### config.mk
export PLATFORM = sky130hd
export DESIGN_NAME = retro_video_byte_pixel_decoder_flat
export DESIGN_NICKNAME = d
export VERILOG_FILES = /design/src/rtl/rvbpd_pkg.sv /design/src/rtl/rvbpd_in_if.sv /design/src/rtl/rvbpd_out_if.sv /design/src/rtl/rvbpd_decode.sv /design/src/rtl/rvbpd_serializer.sv /design/src/rtl/retro_video_byte_pixel_decoder.sv /design/src/flat_wrapper.sv
export VERILOG_INCLUDE_DIRS = /design/src /design/src/rtl
export SDC_FILE = /design/constraint.sdc
export NUM_CORES = 1
export LEC_CHECK = 0
export BUFFER_PORTS_ARGS = -buffer_cell sky130_fd_sc_hd__buf_2
export CORE_ASPECT_RATIO = 0.8
export CORE_MARGIN = 1.5
export CORE_UTILIZATION = 60
export DETAILED_ROUTE_END_ITERATION = 10
export GPL_ROUTABILITY_DRIVEN = 0
export PLACE_DENSITY = 0.82
export SLEW_MARGIN = 25
export SYNTH_ARGS = -nofsm -noshare
export SYNTH_HDL_FRONTEND = slang
export SYNTH_SLANG_ARGS = --single-unit
export TNS_END_PERCENT = 5
### constraint.sdc
create_clock -name clk -period 4 [get_ports clk]
set_clock_uncertainty 0.1 [all_clocks]
set_input_delay 0.2 -clock clk [delete_from_list [all_inputs] [get_ports clk]]
set_output_delay 0.2 -clock clk [all_outputs]
set_load 0.02 [all_outputs]
### src/rtl/retro_video_byte_pixel_decoder_assert.svh
// ----------------------------------------------------------------------------
// Assertion macros for the byte pixel decoder
// Implication checks that can be compiled out by defining ASSERT_OFF.
// ----------------------------------------------------------------------------
`ifndef RETRO_VIDEO_BYTE_PIXEL_DECODER_ASSERT_SVH
`define RETRO_VIDEO_BYTE_PIXEL_DECODER_ASSERT_SVH
`ifndef ASSERT_OFF
`define RVBPD_ASSERT_SAME(label, clk, rst_n, ante, cons, msg) \
	label: assert property (@(posedge clk) disable iff (!rst_n) (ante) |-> (cons)) \
		else $error(msg);
`define RVBPD_ASSERT_NEXT(label, clk, rst_n, ante, cons, msg) \
	label: assert property (@(posedge clk) disable iff (!rst_n) (ante) |=> (cons)) \
		else $error(msg);
`else
`define RVBPD_ASSERT_SAME(label, clk, rst_n, ante, cons, msg)
`define RVBPD_ASSERT_NEXT(label, clk, rst_n, ante, cons, msg)
`endif
`endif

### src/rtl/rvbpd_pkg.sv
// ----------------------------------------------------------------------------
// Byte pixel decoder package
// Mode and kind codes, the decoded word type and shared helpers.
// ----------------------------------------------------------------------------
`timescale 1ns / 1ps
package rvbpd_pkg;

	localparam logic [2:0] MODE_HIRES_COLOR  = 3'd0;
	localparam logic [2:0] MODE_HIRES_MONO   = 3'd1;
	localparam logic [2:0] MODE_LORES        = 3'd2;
	localparam logic [2:0] MODE_DHIRES_COLOR = 3'd3;
	localparam logic [2:0] MODE_DHIRES_MONO  = 3'd4;

	localparam logic [1:0] KIND_COLOR8  = 2'd0;
	localparam logic [1:0] KIND_COLOR16 = 2'd1;
	localparam logic [1:0] KIND_MONO    = 2'd2;

	localparam int MAX_PIX = 7;

	typedef logic [MAX_PIX-1:0][3:0] code_list_t;

	typedef struct packed {
		code_list_t codes;
		logic [1:0] kind;
		logic [1:0] rep;
		logic [2:0] count;
	} dec_t;

	// Number of double hi-res bits carried in from earlier bytes: (7 * column) mod 4.
	function automatic logic [1:0] grp_phase(input logic [6:0] col);
		grp_phase = 2'(~col[1:0] + 2'd1);
	endfunction

	// Keeps the low n bits of a three-bit value.
	function automatic logic [2:0] low_bits(input logic [2:0] v, input logic [1:0] n);
		logic [2:0] m;
		case (n)
			2'd0: m = 3'b000;
			2'd1: m = 3'b001;
			2'd2: m = 3'b011;
			default: m = 3'b111;
		endcase
		low_bits = v & m;
	endfunction

endpackage

### src/rtl/rvbpd_in_if.sv
// ----------------------------------------------------------------------------
// Byte input channel
// Valid/ready channel carrying one video memory byte with its position.
// ----------------------------------------------------------------------------
`timescale 1ns / 1ps
interface rvbpd_in_if;
	logic       valid;
	logic       ready;
	logic [7:0] data_byte;
	logic [6:0] column;
	logic [2:0] cell_row;

	modport source (output valid, output data_byte, output column, output cell_row,
		input ready);
	modport sink (input valid, input data_byte, input column, input cell_row,
		output ready);
endinterface

### src/rtl/rvbpd_out_if.sv
// ----------------------------------------------------------------------------
// Pixel output channel
// Valid/ready channel carrying one pixel code per word.
// ----------------------------------------------------------------------------
`timescale 1ns / 1ps
interface rvbpd_out_if;
	logic       valid;
	logic       ready;
	logic [3:0] pixel_code;
	logic [1:0] code_kind;
	logic [1:0] pixel_repeat;
	logic       last_of_item;

	modport source (output valid, output pixel_code, output code_kind,
		output pixel_repeat, output last_of_item, input ready);
	modport sink (input valid, input pixel_code, input code_kind,
		input pixel_repeat, input last_of_item, output ready);
endinterface

### src/rtl/rvbpd_decode.sv
// ----------------------------------------------------------------------------
// Byte decode
// Turns one registered byte and its line context into a list of pixel codes.
// ----------------------------------------------------------------------------
`timescale 1ns / 1ps
module rvbpd_decode (
	input  logic [7:0]          data_byte,
	input  logic [6:0]          column,
	input  logic [2:0]          cell_row,
	input  logic [2:0]          mode,
	input  logic                prev6,
	input  logic [2:0]          pend,
	output rvbpd_pkg::dec_t     dec
);

	logic [1:0] phase;
	logic [2:0] pend_m;
	logic [9:0] stream;
	logic [3:0] nib;
	logic [3:0] sh0;
	logic [3:0] sh1;
	logic       lo;
	logic       cur;
	logic       evenb;
	logic       oddb;

	assign phase  = rvbpd_pkg::grp_phase(column);
	assign pend_m = rvbpd_pkg::low_bits(pend, phase);
	assign nib    = (cell_row < 3'd4) ? data_byte[3:0] : data_byte[7:4];
	assign sh0    = 4'({2'b00, phase} + 4'd3);
	assign sh1    = 4'({2'b00, phase} - 4'd1);

	always_comb begin
		stream[9:7] = pend_m;
		for (int k = 0; k < 7; k++) begin
			stream[6-k] = data_byte[k];
		end
	end

	always_comb begin
		dec       = '0;
		lo        = 1'b0;
		cur       = 1'b0;
		evenb     = 1'b0;
		oddb      = 1'b0;
		case (mode)
			rvbpd_pkg::MODE_HIRES_COLOR: begin
				dec.kind  = rvbpd_pkg::KIND_COLOR8;
				dec.rep   = 2'd1;
				dec.count = 3'd7;
				for (int k = 0; k < 7; k++) begin
					lo  = (k == 0) ? prev6 : data_byte[(k+6)%7];
					cur = data_byte[k];
					if ((k % 2) == 0) begin
						evenb = cur;
						oddb  = lo;
					end else begin
						evenb = lo;
						oddb  = cur;
					end
					if (!column[0]) begin
						dec.codes[k] = {1'b0, data_byte[7], evenb, oddb};
					end else begin
						dec.codes[k] = {1'b0, data_byte[7], oddb, evenb};
					end
				end
			end
			rvbpd_pkg::MODE_HIRES_MONO: begin
				dec.kind  = rvbpd_pkg::KIND_MONO;
				dec.rep   = 2'd1;
				dec.count = 3'd7;
				for (int k = 0; k < 7; k++) begin
					dec.codes[k] = {3'b000, data_byte[k]};
				end
			end
			rvbpd_pkg::MODE_LORES: begin
				dec.kind  = rvbpd_pkg::KIND_COLOR16;
				dec.rep   = 2'd1;
				dec.count = 3'd7;
				for (int k = 0; k < 7; k++) begin
					dec.codes[k] = nib;
				end
			end
			rvbpd_pkg::MODE_DHIRES_COLOR: begin
				dec.kind     = rvbpd_pkg::KIND_COLOR16;
				dec.rep      = 2'd2;
				dec.codes[0] = stream[sh0 +: 4];
				if (phase == 2'd0) begin
					dec.count = 3'd1;
				end else begin
					dec.count    = 3'd2;
					dec.codes[1] = stream[sh1 +: 4];
				end
			end
			rvbpd_pkg::MODE_DHIRES_MONO: begin
				dec.kind = rvbpd_pkg::KIND_MONO;
				dec.rep  = 2'd1;
				if (!column[0]) begin
					dec.count = 3'd4;
					for (int k = 0; k < 4; k++) begin
						dec.codes[k] = {3'b000, data_byte[2*k]};
					end
				end else begin
					dec.count = 3'd3;
					for (int k = 0; k < 3; k++) begin
						dec.codes[k] = {3'b000, data_byte[2*k+1]};
					end
				end
			end
			default: begin
				dec.count = 3'd0;
			end
		endcase
	end

endmodule

### src/rtl/rvbpd_serializer.sv
// ----------------------------------------------------------------------------
// Pixel serializer
// Holds one decoded code list and sends it out one word per cycle while the output is ready.
// ----------------------------------------------------------------------------
`timescale 1ns / 1ps
module rvbpd_serializer (
	input  logic                 clk,
	input  logic                 arst_n,
	input  logic                 load_valid,
	output logic                 load_ready,
	input  rvbpd_pkg::dec_t      dec,
	rvbpd_out_if.source          pix_out
);

	rvbpd_pkg::code_list_t codes_q;
	logic [1:0]            kind_q;
	logic [1:0]            rep_q;
	logic [2:0]            rem_q;
	logic                  send;

	assign send       = pix_out.valid && pix_out.ready;
	assign load_ready = (rem_q == 3'd0) || ((rem_q == 3'd1) && pix_out.ready);

	always_ff @(posedge clk or negedge arst_n) begin
		if (!arst_n) begin
			rem_q <= 3'd0;
		end else if (load_valid && load_ready) begin
			rem_q <= dec.count;
		end else if (send) begin
			rem_q <= rem_q - 3'd1;
		end
	end

	always_ff @(posedge clk) begin
		if (load_valid && load_ready) begin
			codes_q <= dec.codes;
			kind_q  <= dec.kind;
			rep_q   <= dec.rep;
		end else if (send) begin
			codes_q <= {4'd0, codes_q[rvbpd_pkg::MAX_PIX-1:1]};
		end
	end

	assign pix_out.valid        = (rem_q != 3'd0);
	assign pix_out.pixel_code   = codes_q[0];
	assign pix_out.code_kind    = kind_q;
	assign pix_out.pixel_repeat = rep_q;
	assign pix_out.last_of_item = (rem_q == 3'd1);

endmodule

### src/rtl/retro_video_byte_pixel_decoder.sv
// ----------------------------------------------------------------------------
// Retro video byte pixel decoder
// Decodes video memory bytes into pixel codes for five bitmap modes.
// ----------------------------------------------------------------------------
//  channel     direction  contents
//  pix_in      sink       data_byte, column, cell_row
//  pix_out     source     pixel_code, code_kind, pixel_repeat, last_of_item
//  cfg         write      video_mode
//
// A byte is registered, decoded from the register and loaded into the serializer,
// which sends one word per cycle while the output is ready: seven words per byte
// in most modes, one to four in double hi-res modes, none for unused mode codes.
// The serializer output sets the rate; a new byte loads as its last word leaves.
// Reset clears the mode, the line state and all valid flags.
// A stalled output holds its word and backs up into the input register.
`timescale 1ns / 1ps
`include "retro_video_byte_pixel_decoder_assert.svh"
module retro_video_byte_pixel_decoder (
	input  logic        clk,
	input  logic        arst_n,
	input  logic        cfg_we,
	input  logic [2:0]  cfg_wdata,
	rvbpd_in_if.sink    pix_in,
	rvbpd_out_if.source pix_out
);

	logic [2:0]      video_mode_q;
	logic            prev6_q;
	logic [2:0]      pend_q;
	logic            valid_s1;
	logic [7:0]      data_s1;
	logic [6:0]      col_s1;
	logic [2:0]      row_s1;
	logic [2:0]      mode_s1;
	logic            prev6_s1;
	logic [2:0]      pend_s1;
	logic            accept;
	logic            ser_ready;
	logic            line_start;
	logic [1:0]      keep_n;
	rvbpd_pkg::dec_t dec;

	assign pix_in.ready = !valid_s1 || ser_ready;
	assign accept       = pix_in.valid && pix_in.ready;
	assign line_start   = (pix_in.column == 7'd0);
	assign keep_n       = 2'(rvbpd_pkg::grp_phase(pix_in.column) + 2'd3);

	always_ff @(posedge clk or negedge arst_n) begin
		if (!arst_n) begin
			video_mode_q <= rvbpd_pkg::MODE_HIRES_COLOR;
		end else if (cfg_we) begin
			video_mode_q <= cfg_wdata;
		end
	end

	always_ff @(posedge clk or negedge arst_n) begin
		if (!arst_n) begin
			prev6_q  <= 1'b0;
			pend_q   <= 3'd0;
			valid_s1 <= 1'b0;
		end else begin
			if (accept) begin
				prev6_q  <= pix_in.data_byte[6];
				pend_q   <= rvbpd_pkg::low_bits({pix_in.data_byte[4], pix_in.data_byte[5],
					pix_in.data_byte[6]}, keep_n);
				valid_s1 <= 1'b1;
			end else if (ser_ready) begin
				valid_s1 <= 1'b0;
			end
		end
	end

	always_ff @(posedge clk) begin
		if (accept) begin
			data_s1  <= pix_in.data_byte;
			col_s1   <= pix_in.column;
			row_s1   <= pix_in.cell_row;
			mode_s1  <= video_mode_q;
			prev6_s1 <= line_start ? 1'b0 : prev6_q;
			pend_s1  <= line_start ? 3'd0 : pend_q;
		end
	end

	rvbpd_decode u_decode (
		.data_byte (data_s1),
		.column    (col_s1),
		.cell_row  (row_s1),
		.mode      (mode_s1),
		.prev6     (prev6_s1),
		.pend      (pend_s1),
		.dec       (dec)
	);

	rvbpd_serializer u_serializer (
		.clk        (clk),
		.arst_n     (arst_n),
		.load_valid (valid_s1),
		.load_ready (ser_ready),
		.dec        (dec),
		.pix_out    (pix_out)
	);

	`RVBPD_ASSERT_NEXT(a_line_start_clears, clk, arst_n, accept && line_start, valid_s1 && !prev6_s1 && (pend_s1 == 3'd0), "line start did not clear the line state")
	`RVBPD_ASSERT_SAME(a_last_blocks_load, clk, arst_n, pix_out.valid && pix_out.last_of_item && !pix_out.ready, !ser_ready, "serializer loaded over an unsent last word")
	`RVBPD_ASSERT_SAME(a_double_is_color16, clk, arst_n, pix_out.valid && (pix_out.pixel_repeat == 2'd2), pix_out.code_kind == rvbpd_pkg::KIND_COLOR16, "double width word without a sixteen color code")

endmodule

### src/flat_wrapper.sv
// flat-port wrapper written by rule: the top's interface ports become plain ports
module retro_video_byte_pixel_decoder_flat 
  (clk, arst_n, cfg_we, cfg_wdata, pix_in_valid, pix_in_data_byte, pix_in_column, pix_in_cell_row, pix_in_ready, pix_out_valid, pix_out_pixel_code, pix_out_code_kind, pix_out_pixel_repeat, pix_out_last_of_item, pix_out_ready);
  rvbpd_in_if pix_in_i ();
  rvbpd_out_if pix_out_i ();
  input  logic clk;
  input  logic arst_n;
  input  logic cfg_we;
  input  logic [2:0] cfg_wdata;
  input wire logic [$bits(pix_in_i.valid)-1:0] pix_in_valid;
  input wire logic [$bits(pix_in_i.data_byte)-1:0] pix_in_data_byte;
  input wire logic [$bits(pix_in_i.column)-1:0] pix_in_column;
  input wire logic [$bits(pix_in_i.cell_row)-1:0] pix_in_cell_row;
  output wire logic [$bits(pix_in_i.ready)-1:0] pix_in_ready;
  output wire logic [$bits(pix_out_i.valid)-1:0] pix_out_valid;
  output wire logic [$bits(pix_out_i.pixel_code)-1:0] pix_out_pixel_code;
  output wire logic [$bits(pix_out_i.code_kind)-1:0] pix_out_code_kind;
  output wire logic [$bits(pix_out_i.pixel_repeat)-1:0] pix_out_pixel_repeat;
  output wire logic [$bits(pix_out_i.last_of_item)-1:0] pix_out_last_of_item;
  input wire logic [$bits(pix_out_i.ready)-1:0] pix_out_ready;
  assign pix_in_i.valid = pix_in_valid;
  assign pix_in_i.data_byte = pix_in_data_byte;
  assign pix_in_i.column = pix_in_column;
  assign pix_in_i.cell_row = pix_in_cell_row;
  assign pix_in_ready = pix_in_i.ready;
  assign pix_out_valid = pix_out_i.valid;
  assign pix_out_pixel_code = pix_out_i.pixel_code;
  assign pix_out_code_kind = pix_out_i.code_kind;
  assign pix_out_pixel_repeat = pix_out_i.pixel_repeat;
  assign pix_out_last_of_item = pix_out_i.last_of_item;
  assign pix_out_i.ready = pix_out_ready;
  retro_video_byte_pixel_decoder u_core (.clk(clk), .arst_n(arst_n), .cfg_we(cfg_we), .cfg_wdata(cfg_wdata), .pix_in(pix_in_i), .pix_out(pix_out_i));
endmodule
==> summary by stage <==
Timing
Setup repair after global routing left no endpoint under its margin. The max-slew violation count is 0. The sum of negative setup slack is 0 ns.

The max-slew headroom at the worst pin is 49.6%. Static timing analysis puts the maximum clock frequency at 375 MHz. The final count of hold timing violations is 0. The minimum clock period after layout is between 2 and 3 ns. For the pin with the worst max-slew slack, the measured transition is 0.756 ns. Across all setup checks in the final design, the least slack found is 1.33 ns.

Setup violations remaining at the end of the flow were counted as 0. In the finished design, the share of the clock period the worst path needs comes to 66.7%.

Power and ir drop
Summed over all cells, the static leakage comes to between 0.0015 and 0.002 uW. The net switching power is about 860 uW. The portion of total power attributed to the clock network is 25.1%. The maximum vdd drop is between 0.5 and 0.6 mV.

Net switching is 33.3% of the power. The total power per unit cell area is 701 nW/um2. The internal power is around 1700 uW. Registers are responsible for a little over two fifths of the overall power. Total power for the finished layout comes to between 2000 and 3000 uW. Per report_power, the combinational group accounts for between 30% and 40% of the total.

Cells and area
Once layout is done, the placed cells without fillers occupy 3700 um2. The total of fill cells in the finished design is 353. In the final design database the tool counted around 360 nets. The number of antenna diodes in the final layout is 0.

Leaving out fill and tap cells, the most frequent cells in the layout are sky130_fd_sc_hd__edfxtp_1, sky130_fd_sc_hd__nand2_1, sky130_fd_sc_hd__buf_2, sky130_fd_sc_hd__a21oi_1, sky130_fd_sc_hd__nor2_1. The area overhead of the layout relative to synthesis is 17.8%. The proportion of layout cells with a drive suffix above 1 is 19.7%. The library cell used most frequently in the layout, excluding fill and tap cells, is sky130_fd_sc_hd__edfxtp_1.

Yosys
The number of flops mapped to enable cells by yosys is 50. Sequential cells were found to cover 56.6% of the synthesized design area. After synthesis, the largest area contributor takes up 47.8% of total cell area. The total of warnings raised by yosys is 0.

The post-synthesis cell type count is 50. The register bit total from synthesis is 61. After synthesis, the cell types taking the most area are sky130_fd_sc_hd__edfxtp_1, sky130_fd_sc_hd__dfrtp_1, sky130_fd_sc_hd__nand2_1. Among all flip-flop cells after synthesis, the most frequent one is sky130_fd_sc_hd__edfxtp_1.

Of all flip-flops after synthesis, the portion carrying an async set or reset was 18.0%. When the netlist entered floorplanning its net count stood at just over 300. The largest area contributor in the synthesized netlist is sky130_fd_sc_hd__edfxtp_1. The post-synthesis average cell area is 11.2 um2. After technology mapping, the gate count stands at 280. The area of the mapped netlist is 3140 um2.

Clock network
The clock transition at the register clock pins on the worst setup and hold paths after CTS is approximately 0.070 ns. The number of setup buffers added after CTS is 0. The later pin in the worst-skew pair is clocked with a latency of 0.35 ns. The H-tree was split into 3 levels. The clock passes through at most 2 buffers. The root buffer cell chosen for the clock tree is sky130_fd_sc_hd__clkbuf_8.

The total clock buffers created by CTS is 9. The CTS tree is done. Clock tree synthesis found a total of 61 sinks.

Outcome
The run finished with clean final reports.

Floorplan
The die is 83.9 um wide. The I/O pin total is 37. The placeable core region is 5040 um2. The area enclosed by the die boundary is roughly 5700 um2. The number of placement rows is 23. The initial utilization of the core area, before any placement, comes to 62.3%.

The height of the chip is 67.7 um.

Detailed routing
The post-detailed-routing wire length is 6600 um. The average wire length per cell after detail routing is 16.8 um. In the routed layout, each cell is associated on average with a via count of 5.98.

The detailed-routing iteration count for the pre-antenna-repair pass is 5. The detailed-route via count is 2,344. For this run, design rule violations remaining after detail routing come to 0. In this run the remaining antenna-violating nets after routing total 0. After the first detailed-routing iteration, the DRC count stood at 303.

Critical path
In this run the critical register-to-register path is launched from u_core.u_serializer.rem_q[0]. The worst setup path is captured at a register. For this design, the slowest cell found on the critical path is sky130_fd_sc_hd__nand2_2. The cell depth of the worst flop-to-flop path is 8. The required time at the worst-slack endpoint is 4.00 ns. Counting buffers and inverters, the worst setup path is 8 cells deep. The startpoint type of the worst setup path is a register. The worst path buffer plus inverter count is 2. The family with the most delay on the worst path is simple AND/OR/NAND/NOR gates.

The maximum fanout along the worst path is 34. On the worst path, the slowest cell contributes a delay of 0.48 ns. Data arrives at the worst endpoint at 2.67 ns. The signal on the critical path passes through inv_1 > ha_1 > a21o_1 > nand2_2 > inv_2 > nand2_1 > nor3_1 > a221o_1. The endpoint identified for the worst register-to-register timing path is u_core.u_serializer.codes_q[7]. The path type of the worst setup path is register to register.

Setup slack on the worst reg-to-reg path comes out at 1.33 ns.

Global route
The overall routing resource usage is 25.5%. The pin count of the biggest net entering global routing is 35. The global-route wire length before repair is roughly 11,000 um.

The aggregate global routing overflow is 0. The number of antenna violations at the first check in global routing is 0. The via count of the first global-routing pass came to 2,226.

Place
The pre-CTS setup slack is 1.36 ns. Detailed placement ended at an HPWL of 4170 um. The instance area after placement is 3310 um2. The quantity of I/O buffers inserted on ports is 34.

Worst hold path
The path class of the tightest hold or removal check is input port to register. The terminating pin of the worst hold path is u_core.video_mode_q[2]. The hold path startpoint is cfg_we. The worst hold path passes through 2 cells.

Run
Max-cap violations in this run came to 0.
## power groups by stage
stage / clock [uW] / combinational, uW / sequential (uW)
final: 650 / 818 / 1120
after detailed placement: 0 / 797 / 1130
after global placement: 0 / 771 / 1120
after CTS: 647 / 819 / 1120
after floorplan: 0 / 670 / 1080
after global routing: 678 / 906 / 1150
## worst reg2reg max path, cell delays in order (launching register included)
cell,delay (ns)
sky130_fd_sc_hd__dfrtp_1,0.39
sky130_fd_sc_hd__inv_1,0.08
sky130_fd_sc_hd__ha_1,0.24
sky130_fd_sc_hd__a21o_1,0.18
sky130_fd_sc_hd__nand2_2,0.48
sky130_fd_sc_hd__inv_2,0.26
sky130_fd_sc_hd__nand2_1,0.30
sky130_fd_sc_hd__nor3_1,0.08
sky130_fd_sc_hd__a221o_1,0.31
## kinds of logic after synthesis
group / count (synthesis) / synth area share, %
AND/OR/NAND/NOR: 85 / 13.1
AO/OA/AOI/OAI: 78 / 15.7
flip-flops: 61 / 56.6
buffers and inverters: 31 / 4.46
multiplexers: 18 / 7.61
adder cells (fa/ha/maj): 5 / 1.99
XOR/XNOR: 2 / 0.558
## cell usage after synthesis (4+ instances only)
library cell,instances
sky130_fd_sc_hd__o21ai_0,8
sky130_fd_sc_hd__o21ai_1,12
sky130_fd_sc_hd__nor2_1,20
sky130_fd_sc_hd__mux2_2,5
sky130_fd_sc_hd__buf_2,7
sky130_fd_sc_hd__nor2b_1,4
sky130_fd_sc_hd__a21oi_1,24
sky130_fd_sc_hd__nand2_1,36
sky130_fd_sc_hd__nor3_1,6
sky130_fd_sc_hd__dfrtp_1,11
sky130_fd_sc_hd__buf_4,4
sky130_fd_sc_hd__ha_1,5
sky130_fd_sc_hd__inv_1,13
sky130_fd_sc_hd__and2_1,4
sky130_fd_sc_hd__edfxtp_1,50
sky130_fd_sc_hd__clkbuf_1,5
sky130_fd_sc_hd__mux4_2,4
sky130_fd_sc_hd__mux2i_1,7
sky130_fd_sc_hd__a21o_1,12
## area by class of cell
class                      instances  area (um2)  share of cell area (%)
clock inverter                     5        98.8                    2.67
inverter                          14        52.6                    1.42
timing repair buffer              51         338                    9.14
tap                               62        77.6                    2.10
clock buffer                      11         131                    3.55
multi-input combinational        188        1220                    33.1
sequential                        61        1780                    48.1
## metrics by stage
| step | instances | utilization (%) | hold slack, ns |
|---|---|---|---|
| after floorplan | 280 | - | -0.196 |
| after global placement | 360 | 65.7 | -0.0152 |
| after detailed placement | 360 | 65.7 | -0.0134 |
| after CTS | 391 | 73.2 | 0.00474 |
| after global routing | 392 | 73.4 | 0.0556 |
| final | 392 | 73.4 | 0.0541 |
## what timing repair did
item	4_1_cts	5_1_grt
gates resized for setup	0	0
hold buffers	15	1
hold endpoints to repair	26	1
## flip-flops by register name, indices dropped and copies added, names as in the netlist
signal / flops
u_core.u_serializer.pix_out.pixel_code: 4
u_core.col_s1: 2
u_core.u_serializer.rem_q: 3
u_core.video_mode_q: 3
u_core.pend_q: 3
u_core.prev6_s1: 1
u_core.mode_s1: 3
u_core.u_serializer.codes_q: 24
u_core.valid_s1: 1
u_core.data_s1: 8
u_core.prev6_q: 1
u_core.row_s1: 1
u_core.pend_s1: 3
u_core.u_serializer.pix_out.code_kind: 2
u_core.u_serializer.pix_out.pixel_repeat: 2
## worst max-delay path by stage
stage,from,to
after floorplan,u_core.col_s1[0],u_core.u_serializer.codes_q[4]
after global placement,u_core.u_serializer.rem_q[0],u_core.u_serializer.codes_q[7]
after detailed placement,u_core.u_serializer.rem_q[0],u_core.u_serializer.codes_q[7]
after CTS,u_core.u_serializer.rem_q[0],u_core.u_serializer.codes_q[7]
after global routing,u_core.u_serializer.rem_q[0],u_core.u_serializer.codes_q[7]
final,u_core.u_serializer.rem_q[0],u_core.u_serializer.codes_q[7]
## per-layer routing
layer	part of all wire [%]	wire length [um]	up-vias	track usage [%]
met5	0	0	-	0
met4	2.2	145	0	10.0
met3	8.8	582	15	8.07
met2	48	3130	111	41.0
met1	41	2740	1110	33.0
li1	-	-	1108	-
Power figures use the tool's default switching activity.
